File: src/sv/bcmio_pkg.sv
// ---------------------------------------------------------------------------
// bcmio_pkg
// Shared types, codes and defaults for the bus cycle memory/IO controller.
// ---------------------------------------------------------------------------
package bcmio_pkg;

  // Default sizes
  localparam int RAM_PAGES_DEF = 48;
  localparam int MEM_DEPTH_DEF = 16384;

  // Transaction kinds
  localparam logic [1:0] KIND_NORMAL = 2'd0;
  localparam logic [1:0] KIND_INTACK = 2'd1;
  localparam logic [1:0] KIND_LOAD   = 2'd2;
  localparam logic [1:0] KIND_START  = 2'd3;

  // Pointer vectors in low memory
  localparam logic [7:0] INJECT_VECTOR = 8'h41;
  localparam logic [7:0] LOG_VECTOR    = 8'h42;

  // I/O codes (whole high byte)
  localparam logic [7:0] IO_STATUS  = 8'h41;
  localparam logic [7:0] IO_RX      = 8'h43;
  localparam logic [7:0] IO_INT_ON  = 8'h51;
  localparam logic [7:0] IO_INT_OFF = 8'h53;
  localparam logic [7:0] IO_TX      = 8'h61;

  // Cycle type bits of the high byte
  localparam int TYPE_IO_BIT = 6;
  localparam int TYPE_WR_BIT = 7;

  // Input transaction
  typedef struct packed {
    logic [1:0] kind;
    logic [7:0] low_byte;
    logic [7:0] high_byte;
    logic [7:0] write_data;
    logic [7:0] uart_status;
    logic [7:0] uart_rx_byte;
  } in_item_t;

  // Result transaction
  typedef struct packed {
    logic [7:0] read_data;
    logic       drive_bus;
    logic       tx_valid;
    logic [7:0] tx_byte;
    logic       rx_pop;
    logic       int_line;
  } out_item_t;

  // Command from controller to datapath: one step per cycle
  typedef enum logic [2:0] {
    STEP_NONE,
    STEP_LOG_LO,
    STEP_READ,
    STEP_LOG_HI,
    STEP_WRITE,
    STEP_VEC_LOG,
    STEP_VEC_INJ,
    STEP_FIN
  } step_t;

  // Decoded transaction status from datapath to controller
  typedef struct packed {
    logic do_read;
    logic do_log_hi;
    logic do_write;
    logic do_reload;
  } dp_status_t;

endpackage

File: src/sv/bcmio_ctrl.sv
// ---------------------------------------------------------------------------
// bcmio_ctrl
// Sequencer: walks a transaction through its memory steps, one per cycle.
// ---------------------------------------------------------------------------
module bcmio_ctrl
  import bcmio_pkg::*;
(
  input  logic       clk,
  input  logic       rst_n,
  input  logic       start,
  input  dp_status_t status,
  output logic       busy,
  output logic       latch,
  output step_t      step
);

  typedef enum logic [2:0] {
    S_IDLE,
    S_LOG_LO,
    S_READ,
    S_LOG_HI,
    S_WRITE,
    S_VEC_LOG,
    S_VEC_INJ,
    S_FIN
  } state_t;

  state_t state_r, state_nxt;
  logic   busy_r, busy_nxt;

  assign latch = start && !busy_r;
  assign busy  = busy_r;

  // Next state: skip steps the transaction does not need
  always_comb begin
    state_nxt = state_r;
    busy_nxt  = busy_r;
    case (state_r)
      S_IDLE: begin
        if (latch) begin
          state_nxt = S_LOG_LO;
          busy_nxt  = 1'b1;
        end
      end
      S_LOG_LO: begin
        if (status.do_read)        state_nxt = S_READ;
        else if (status.do_log_hi) state_nxt = S_LOG_HI;
        else if (status.do_write)  state_nxt = S_WRITE;
        else if (status.do_reload) state_nxt = S_VEC_LOG;
        else                       state_nxt = S_FIN;
      end
      S_READ: begin
        if (status.do_log_hi) state_nxt = S_LOG_HI;
        else                  state_nxt = S_FIN;
      end
      S_LOG_HI: begin
        if (status.do_write)       state_nxt = S_WRITE;
        else if (status.do_reload) state_nxt = S_VEC_LOG;
        else                       state_nxt = S_FIN;
      end
      S_WRITE:   state_nxt = S_FIN;
      S_VEC_LOG: state_nxt = S_VEC_INJ;
      S_VEC_INJ: state_nxt = S_FIN;
      S_FIN: begin
        state_nxt = S_IDLE;
        busy_nxt  = 1'b0;
      end
      default: begin
        state_nxt = S_IDLE;
        busy_nxt  = 1'b0;
      end
    endcase
  end

  // State and busy flag
  always_ff @(posedge clk) begin
    if (!rst_n) begin
      state_r <= S_IDLE;
      busy_r  <= 1'b0;
    end else begin
      state_r <= state_nxt;
      busy_r  <= busy_nxt;
    end
  end

  // Command to datapath
  always_comb begin
    case (state_r)
      S_LOG_LO:  step = STEP_LOG_LO;
      S_READ:    step = STEP_READ;
      S_LOG_HI:  step = STEP_LOG_HI;
      S_WRITE:   step = STEP_WRITE;
      S_VEC_LOG: step = STEP_VEC_LOG;
      S_VEC_INJ: step = STEP_VEC_INJ;
      S_FIN:     step = STEP_FIN;
      default:   step = STEP_NONE;
    endcase
  end

endmodule

File: config.mk
export PLATFORM = sky130hd
export DESIGN_NAME = bcmio_ctrl
export DESIGN_NICKNAME = d
export VERILOG_FILES = /design/src/sv/bcmio_pkg.sv /design/src/sv/bcmio_ctrl.sv
export SDC_FILE = /design/constraint.sdc
export NUM_CORES = 1
export LEC_CHECK = 0
export ABC_AREA = 1
export BUFFER_PORTS_ARGS = -buffer_cell sky130_fd_sc_hd__buf_4
export CORE_AREA = 2 2 39 41
export CTS_CLUSTER_DIAMETER = 30
export DETAILED_ROUTE_END_ITERATION = 16
export DIE_AREA = 0 0 41 43
export GPL_TIMING_DRIVEN = 0
export PLACE_DENSITY_LB_ADDON = 0.15
export REMOVE_ABC_BUFFERS = 1
export SLEW_MARGIN = 5
export SYNTH_ARGS = -nofsm -noshare
export SYNTH_HDL_FRONTEND = slang
export SYNTH_SLANG_ARGS = --single-unit
File: constraint.sdc
create_clock -name clk -period 1.5 [get_ports clk]
set_input_delay 0.15 -clock clk [delete_from_list [all_inputs] [get_ports clk]]
set_output_delay 0.15 -clock clk [all_outputs]
set_load 0.02 [all_outputs]
==> impl_metrics.sql, run 1 <==
INSERT INTO impl_metrics (metric_group, metric, value, unit) VALUES
('logic_synthesis', 'mean_syn_cell_area', '5.78', 'sq um'),
('placement', 'postPlaceCellArea', '363', 'sq um'),
('setup_path', 'cp.required', '1350', 'ps'),
('clocking', 'cts_max_level', '1', ''),
('timing', 'worst_pin_slew', '200', 'ps'),
('global_routing', 'grt_start_max_net_pins', '7', ''),
('placement', 'dp_worst_setup_slack', '527', 'ps'),
('timing', 'setup_slack', '501', 'ps'),
('global_routing', 'overall_routing_resource_usage', '9.23', '%'),
('floorplanning', 'num_io_pins', '12', ''),
('layout', 'layout.cells.most_common', 'sky130_fd_sc_hd__buf_4', ''),
('placement', 'weighted_congestion_reported_at_the_end_of_routability_driven_placement', '0.652', ''),
('logic_synthesis', 'netlist-cell-type-count', '16', ''),
('timing', 'finalSetupViolCount', '0', ''),
('run_status', 'outcome', 'finished, final reports clean', ''),
('drt', 'vias_per_cell', '4.26', ''),
('timing', 'fin_skew', '3.85', 'ps'),
('drt', 'total_number_of_vias', '315', ''),
('global_routing', 'first_pass_grt_wire_length', '1010', 'microns'),
('clocking', 'cts_max_path_buffers', '2', ''),
('logic_synthesis', 'syn-instance-count', '47', ''),
('timing', 'slew_headroom', '86.6', '%'),
('global_routing', 'grt_antenna_before_repair', '0', ''),
('logic_synthesis', 'ys_ff_latch', '4', ''),
('power', 'p_leak', '0.204', 'nW'),
('layout', 'fillCellCount', '167', ''),
('layout', 'diodes', '0', ''),
('floorplanning', 'dieArea', '1760', 'sq um'),
('floorplanning', 'row_count', '14', ''),
('logic_synthesis', 'synth_sequential_area_ratio', '29.5', '%'),
('clocking', 'numCtsBuffers', '3', ''),
('placement', 'dpl.hpwl', '516', 'microns'),
('power', 'power_per_cell_area', '1940', 'nW/um^2'),
('layout', 'post_route_cells_drive_above_1_share', '32.8', '%'),
('timing', 'rsz0062_at_grt', 'no', ''),
('drt', 'drt_first_iter_violations', '3', ''),
('setup_path', 'worstSetupPathType', 'reg2out', ''),
('logic_synthesis', 'yosys_warn_count', '0', ''),
('clocking', 'cts.repair.resized', '0', ''),
('hold_path', 'hold_path.class', 'in2reg', ''),
('placement', 'post-place-cells', '71', ''),
('clocking', 'clockRootBuffer', 'sky130_fd_sc_hd__clkbuf_4', ''),
('setup_path', 'critPathArrivalTime', '850', 'ps'),
('setup_path', 'startpoint_type', 'flop', ''),
('drt', 'drt-wirelength-per-cell', '8.70', 'microns'),
('floorplanning', 'start_util', '19.6', '%'),
('timing', 'fin_crit', '999', 'ps'),
('clocking', 'cts_tree', 'built', ''),
('layout', 'commonest_non_fill_non_tap_cells_in_the_layout', '11 x sky130_fd_sc_hd__buf_4, 9 x sky130_fd_sc_hd__nand2_1, 8 x sky130_fd_sc_hd__nor2_1', ''),
('global_routing', 'first_global_vias', '287', ''),
('clocking', 'clock_transition_at_path_regs', '40', 'ps'),
('timing', 'setup_total_negative_slack', '0', 'ps'),
('placement', 'io_buffer_count', '11', ''),
('setup_path', 'worstPathMaxFanout', '3', ''),
('clocking', 'cts_num_sinks', '4', ''),
('timing', 'fmax', '1000', 'MHz'),
('logic_synthesis', 'combined_area_of_all_synthesized_cells', '272', 'sq um'),
('drt', 'firstDrtPassIters', '4', ''),
('floorplanning', 'floorplan.core_area', '1380', 'sq um'),
('clocking', 'insertion_delay', '240', 'ps'),
('timing', 'report.final.hold_viol_count', '0', ''),
('clocking', 'cts_post_setup_buffers_inserted', '0', ''),
('power', 'worst_ir_drop_vdd', '0.000478', 'V'),
('drt', 'detail_route.wirelength', '644', 'microns'),
('layout', 'syn2layout_area_growth', '41.9', '%'),
('layout', 'layout.cells.non_filler', '74', ''),
('drt', 'final_antenna_net_count', '0', ''),
('layout', 'number_of_nets_at_the_end_of_the_flow', '67', ''),
('clocking', 'cts_hold_buf', '0', ''),
('layout', 'layout.cell_area.non_filler', '385', 'sq um'),
('power', 'post-layout-total-power', '0.000747', 'W'),
('timing', 'part_of_the_cycle_the_worst_path_needs', '66.6', '%'),
('drt', 'drc_violation_count_after_routing', '0', ''),
('timing', 'report.final.slew_viol_count', '0', ''),
('floorplanning', 'dieWidth', '41', 'microns'),
('flow_run', 'number_of_maximum_capacitance_violations', '0', ''),
('setup_path', 'worstSetupEndpointType', 'output port', ''),
('global_routing', 'overflow', '0', ''),
('floorplanning', 'die_y_extent', '43', 'microns');
-- cells by family (layout without fill, tap and decap cells) --
group | after synthesis | in the layout | synth area share [%]
flip-flops | 4 | 4 | 29.5
AND/OR/NAND/NOR | 26 | 26 | 42.9
XOR/XNOR | 1 | 1 | 3.23
buffers and inverters | 11 | 22 | 15.2
AO/OA/AOI/OAI | 5 | 5 | 9.22
-- final timing paths --
| check | startpoint | endpoint | slack [ps] | cells after the start |
|---|---|---|---|---|
| max | busy | latch | 500 | 2 |
| min | rst_n | state_r[0] | 130 | 3 |
| max reg2reg | state_r[0] | state_r[2] | 510 | 4 |
| min reg2reg | busy | busy | 500 | 2 |
-- synthesized netlist by cell type, drive strengths merged --
library cell | instances | area (sq um)
nand4 | 1 | 6.26
nand3 | 3 | 15.0
inv | 8 | 30.0
nor2 | 9 | 36.3
or2 | 1 | 6.26
nand3b | 1 | 7.51
a21oi | 3 | 15.0
xor2 | 1 | 8.76
dfxtp | 4 | 80.1
nor3 | 1 | 5.00
nand2 | 10 | 40.0
clkbuf | 3 | 11.3
o21ai | 2 | 10.0
-- sequential cells by signal, indices dropped and copies added (netlist names) --
name / cells
state_r: 3
busy: 1
-- per-stage QoR --
step | hold WS (ps) | util (%)
global placement | 359 | 26.2
global route | 149 | 27.8
detailed placement | 365 | 26.2
floorplan | 260 | -
finish | 128 | 27.8
CTS | 125 | 27.8
-- area by class of cell --
cell class	count	area (sq um)	area share, %
sequential	4	80.1	20.8
clock buffer	3	22.5	5.84
multi-input combinational	32	150	39.0
inverter	8	30.0	7.79
tap	16	20.0	5.19
timing repair buffer	11	82.6	21.4
-- layer usage --
metal	global-route usage [%]	routed length [microns]
met3	3.14	62
met1	9.94	271
met2	11.6	289
met5	0	0
met4	12.0	20
-- where the power goes --
part / total, W / internal (W) / leakage, nW / switching, W
combinational: 0.000403 / 0.000167 / 0.157 / 0.000236
sequential: 0.000210 / 0.000153 / 0.0331 / 0.0000574
clock: 0.000134 / 0.0000895 / 0.0138 / 0.0000442
total: 0.000747 / 0.000409 / 0.204 / 0.000338
-- worst max-delay path, cell delays in order (launching register included) --
cell	delay [ps]
sky130_fd_sc_hd__dfxtp_1	320
sky130_fd_sc_hd__nor2_1	140
sky130_fd_sc_hd__buf_4	160
(Power assumes the default switching activity.)
==> run 2: changes to the inputs <==
Clock period 1.5 ns to 0.9 ns, I/O delays scaled along.
==> run 2 against run 1 <==
  * Largest cell class unchanged
  * Highest routed layer unchanged
  * Largest power group unchanged
  * Clock-buffer cell count did not move
  * Total power rose by 100%
  * Design area rose by 18%
  * Combinational power rose by 110%
==> impl_metrics.sql, run 2 (same netlist as run 1, synthesis figures left out) <==
INSERT INTO impl_metrics (metric_group, metric, value, unit) VALUES
('run_status', 'outcome', 'finished, final reports clean', ''),
('timing', 'fin_crit', '896', 'ps'),
('setup_path', 'worstPathMaxFanout', '5', ''),
('power', 'p_leak', '0.225', 'nW'),
('timing', 'setup_total_negative_slack', '0', 'ps'),
('timing', 'setup_slack', '4.24', 'ps'),
('layout', 'syn2layout_area_growth', '67.3', '%'),
('floorplanning', 'dieArea', '1760', 'sq um'),
('floorplanning', 'num_io_pins', '12', ''),
('clocking', 'cts_tree', 'built', ''),
('setup_path', 'worstSetupEndpointType', 'flop', ''),
('drt', 'top_layer_used', 'met4', ''),
('power', 'p_int', '0.000841', 'W'),
('clocking', 'cts_max_level', '1', ''),
('layout', 'commonest_non_fill_non_tap_cells_in_the_layout', '13 x sky130_fd_sc_hd__buf_4, 7 x sky130_fd_sc_hd__nand2_1, 6 x sky130_fd_sc_hd__nor2_1', ''),
('drt', 'detail_route.wirelength', '694', 'microns'),
('global_routing', 'grt_start_max_net_pins', '7', ''),
('flow_run', 'number_of_maximum_capacitance_violations', '0', ''),
('placement', 'dp_worst_setup_slack', '-72.9', 'ps'),
('setup_path', 'cell_by_cell_listing_of_the_critical_path', 'inv_6 > buf_4 > buf_4 > nand4_1 > a21oi_1', ''),
('timing', 'report.final.slew_viol_count', '0', ''),
('timing', 'report.final.hold_viol_count', '0', ''),
('timing', 'rsz0062_at_grt', 'yes', ''),
('drt', 'final_antenna_net_count', '0', ''),
('timing', 'fin_hold_ws', '70.1', 'ps'),
('clocking', 'numCtsBuffers', '3', ''),
('hold_path', 'hold_depth', '3', ''),
('timing', 'fmax', '1120', 'MHz'),
('power', 'sw_frac_of_total', '44.1', '%'),
('drt', 'total_number_of_vias', '332', ''),
('global_routing', 'overflow', '0', ''),
('timing', 'finalSetupViolCount', '0', ''),
('setup_path', 'critPathArrivalTime', '1010', 'ps'),
('drt', 'met2WireLength', '345', 'microns'),
('placement', 'dpl.hpwl', '516', 'microns'),
('placement', 'post-place-cells', '71', ''),
('global_routing', 'first_global_vias', '295', ''),
('timing', 'worst_pin_slew', '155', 'ps'),
('setup_path', 'startpoint_type', 'flop', ''),
('layout', 'storage_element_area', '92.6', 'sq um'),
('timing', 'part_of_the_cycle_the_worst_path_needs', '99.5', '%'),
('clocking', 'insertion_delay', '230', 'ps'),
('hold_path', 'hold_path.class', 'in2reg', ''),
('clocking', 'cts_num_sinks', '4', ''),
('floorplanning', 'dieWidth', '41', 'microns'),
('placement', 'io_buffer_count', '11', ''),
('timing', 'slew_headroom', '89.6', '%'),
('setup_path', 'worst-r2r-cell-count', '5', ''),
('layout', 'regMostFlops', 'state_r', ''),
('layout', 'diodes', '0', ''),
('power', 'worst_ir_drop_vdd', '0.000921', 'V'),
('layout', 'fillCellCount', '160', ''),
('power', 'power.net_switching', '0.000664', 'W'),
('drt', 'vias_per_cell', '4.31', ''),
('layout', 'post_route_cells_drive_above_1_share', '52.5', '%'),
('floorplanning', 'die_y_extent', '43', 'microns'),
('layout', 'number_of_nets_at_the_end_of_the_flow', '70', ''),
('power', 'sequentialPowerShare', '28.9', '%'),
('setup_path', 'worstSetupPathType', 'reg2reg', ''),
('clocking', 'clockRootBuffer', 'sky130_fd_sc_hd__clkbuf_4', ''),
('floorplanning', 'row_count', '14', ''),
('drt', 'wl_met3', '61', 'microns'),
('drt', 'firstDrtPassIters', '4', ''),
('global_routing', 'overall_routing_resource_usage', '9.53', '%'),
('power', 'post-layout-total-power', '0.00150', 'W'),
('layout', 'layout.cells.most_common', 'sky130_fd_sc_hd__buf_4', ''),
('drt', 'drt_first_iter_violations', '8', ''),
('setup_path', 'worst_path_most_repeated_cell', 'sky130_fd_sc_hd__buf_4', ''),
('global_routing', 'grt_antenna_before_repair', '0', ''),
('drt', 'drt-wirelength-per-cell', '9.01', 'microns'),
('power', 'share_of_power_burned_in_combinational_logic', '56.7', '%'),
('layout', 'layout.cells.non_filler', '77', ''),
('placement', 'weighted_congestion_reported_at_the_end_of_routability_driven_placement', '0.652', ''),
('global_routing', 'first_pass_grt_wire_length', '1050', 'microns'),
('power', 'clkPwrFrac', '14.4', '%'),
('drt', 'drc_violation_count_after_routing', '0', ''),
('floorplanning', 'start_util', '19.6', '%'),
('layout', 'multi_input_comb_area', '175', 'sq um'),
('clocking', 'cts_max_path_buffers', '2', ''),
('setup_path', 'cp.required', '1020', 'ps'),
('timing', 'fin_skew', '2.74', 'ps'),
('clocking', 'clock_transition_at_path_regs', '40', 'ps'),
('drt', 'detail_route.wirelength.met1', '278', 'microns'),
('layout', 'largest_register_ff_count', '3', ''),
('floorplanning', 'floorplan.core_area', '1380', 'sq um'),
('setup_path', 'timing.critical_path.slowest_cell_delay', '380', 'ps'),
('setup_path', 'critical_path.slowest_cell', 'sky130_fd_sc_hd__dfxtp_4', ''),
('power', 'power_per_cell_area', '3310', 'nW/um^2');
[run 2: cell count changes in the layout (fill, tap and decap cells not counted), moves of 2 or more]
cell | previous run | this run
sky130_fd_sc_hd__nor2_4 | 0 | 2
sky130_fd_sc_hd__inv_1 | 6 | 4
sky130_fd_sc_hd__nor2_1 | 8 | 6
sky130_fd_sc_hd__buf_4 | 11 | 13
sky130_fd_sc_hd__dfxtp_1 | 4 | 0
sky130_fd_sc_hd__nand2_1 | 9 | 7
sky130_fd_sc_hd__dfxtp_4 | 0 | 3
[run 2: worst max-delay path: cells and delay by family, from the launching register on]
| family | cells | cell delay [ps] |
|---|---|---|
| compound gates | 1 | 60 |
| buf+inv | 3 | 290 |
| flops | 1 | 380 |
| simple gates | 1 | 60 |
[run 2: layout make-up]
type                    count  area share, %
repair buffers             14           24.0
well taps                  16           4.41
inverters                   8           7.71
multi-input cells          32           38.6
flip-flops and latches      4           20.4
clock buffers               3           4.96
[run 2: power by group through the flow]
stage	clock, W	combinational, W	sequential [W]
2_1_floorplan	0	0.000377	0.000427
3_3_place_gp	0	0.000679	0.000361
5_1_grt	0.000250	0.000946	0.000452
4_1_cts	0.000231	0.000722	0.000377
6_report	0.000216	0.000853	0.000435
3_5_place_dp	0	0.000675	0.000353
[run 2: timing repair]
item	CTS	global route
hold buffers	0	0
pin swaps	1	5
setup endpoints to repair	8	5
resized for setup	6	13
buffers inserted	2	1
[run 2: path summary, 6_finish.rpt]
kind | from | end | slack [ps]
worst min-delay path | rst_n | state_r[0] | 70
worst min register to register | busy | busy | 510
worst max register to register | state_r[2] | state_r[1] | 4
worst max-delay path | state_r[2] | state_r[1] | 4
[run 2: metrics by stage]
| stage | util (%) | instance area (sq um) |
|---|---|---|
| 2_1_floorplan | - | 260 |
| 3_3_place_gp | 26.2 | 363 |
| 3_5_place_dp | 26.2 | 363 |
| 4_1_cts | 29.7 | 410 |
| 5_1_grt | 32.8 | 454 |
| 6_report | 32.8 | 454 |
[run 2: layer usage]
| metal | vias to the layer above | global-route usage, % |
|---|---|---|
| li1 | 171 | - |
| met3 | 2 | 3.14 |
| met1 | 151 | 9.62 |
| met2 | 8 | 12.8 |
| met5 | - | 0 |
| met4 | 0 | 12.0 |
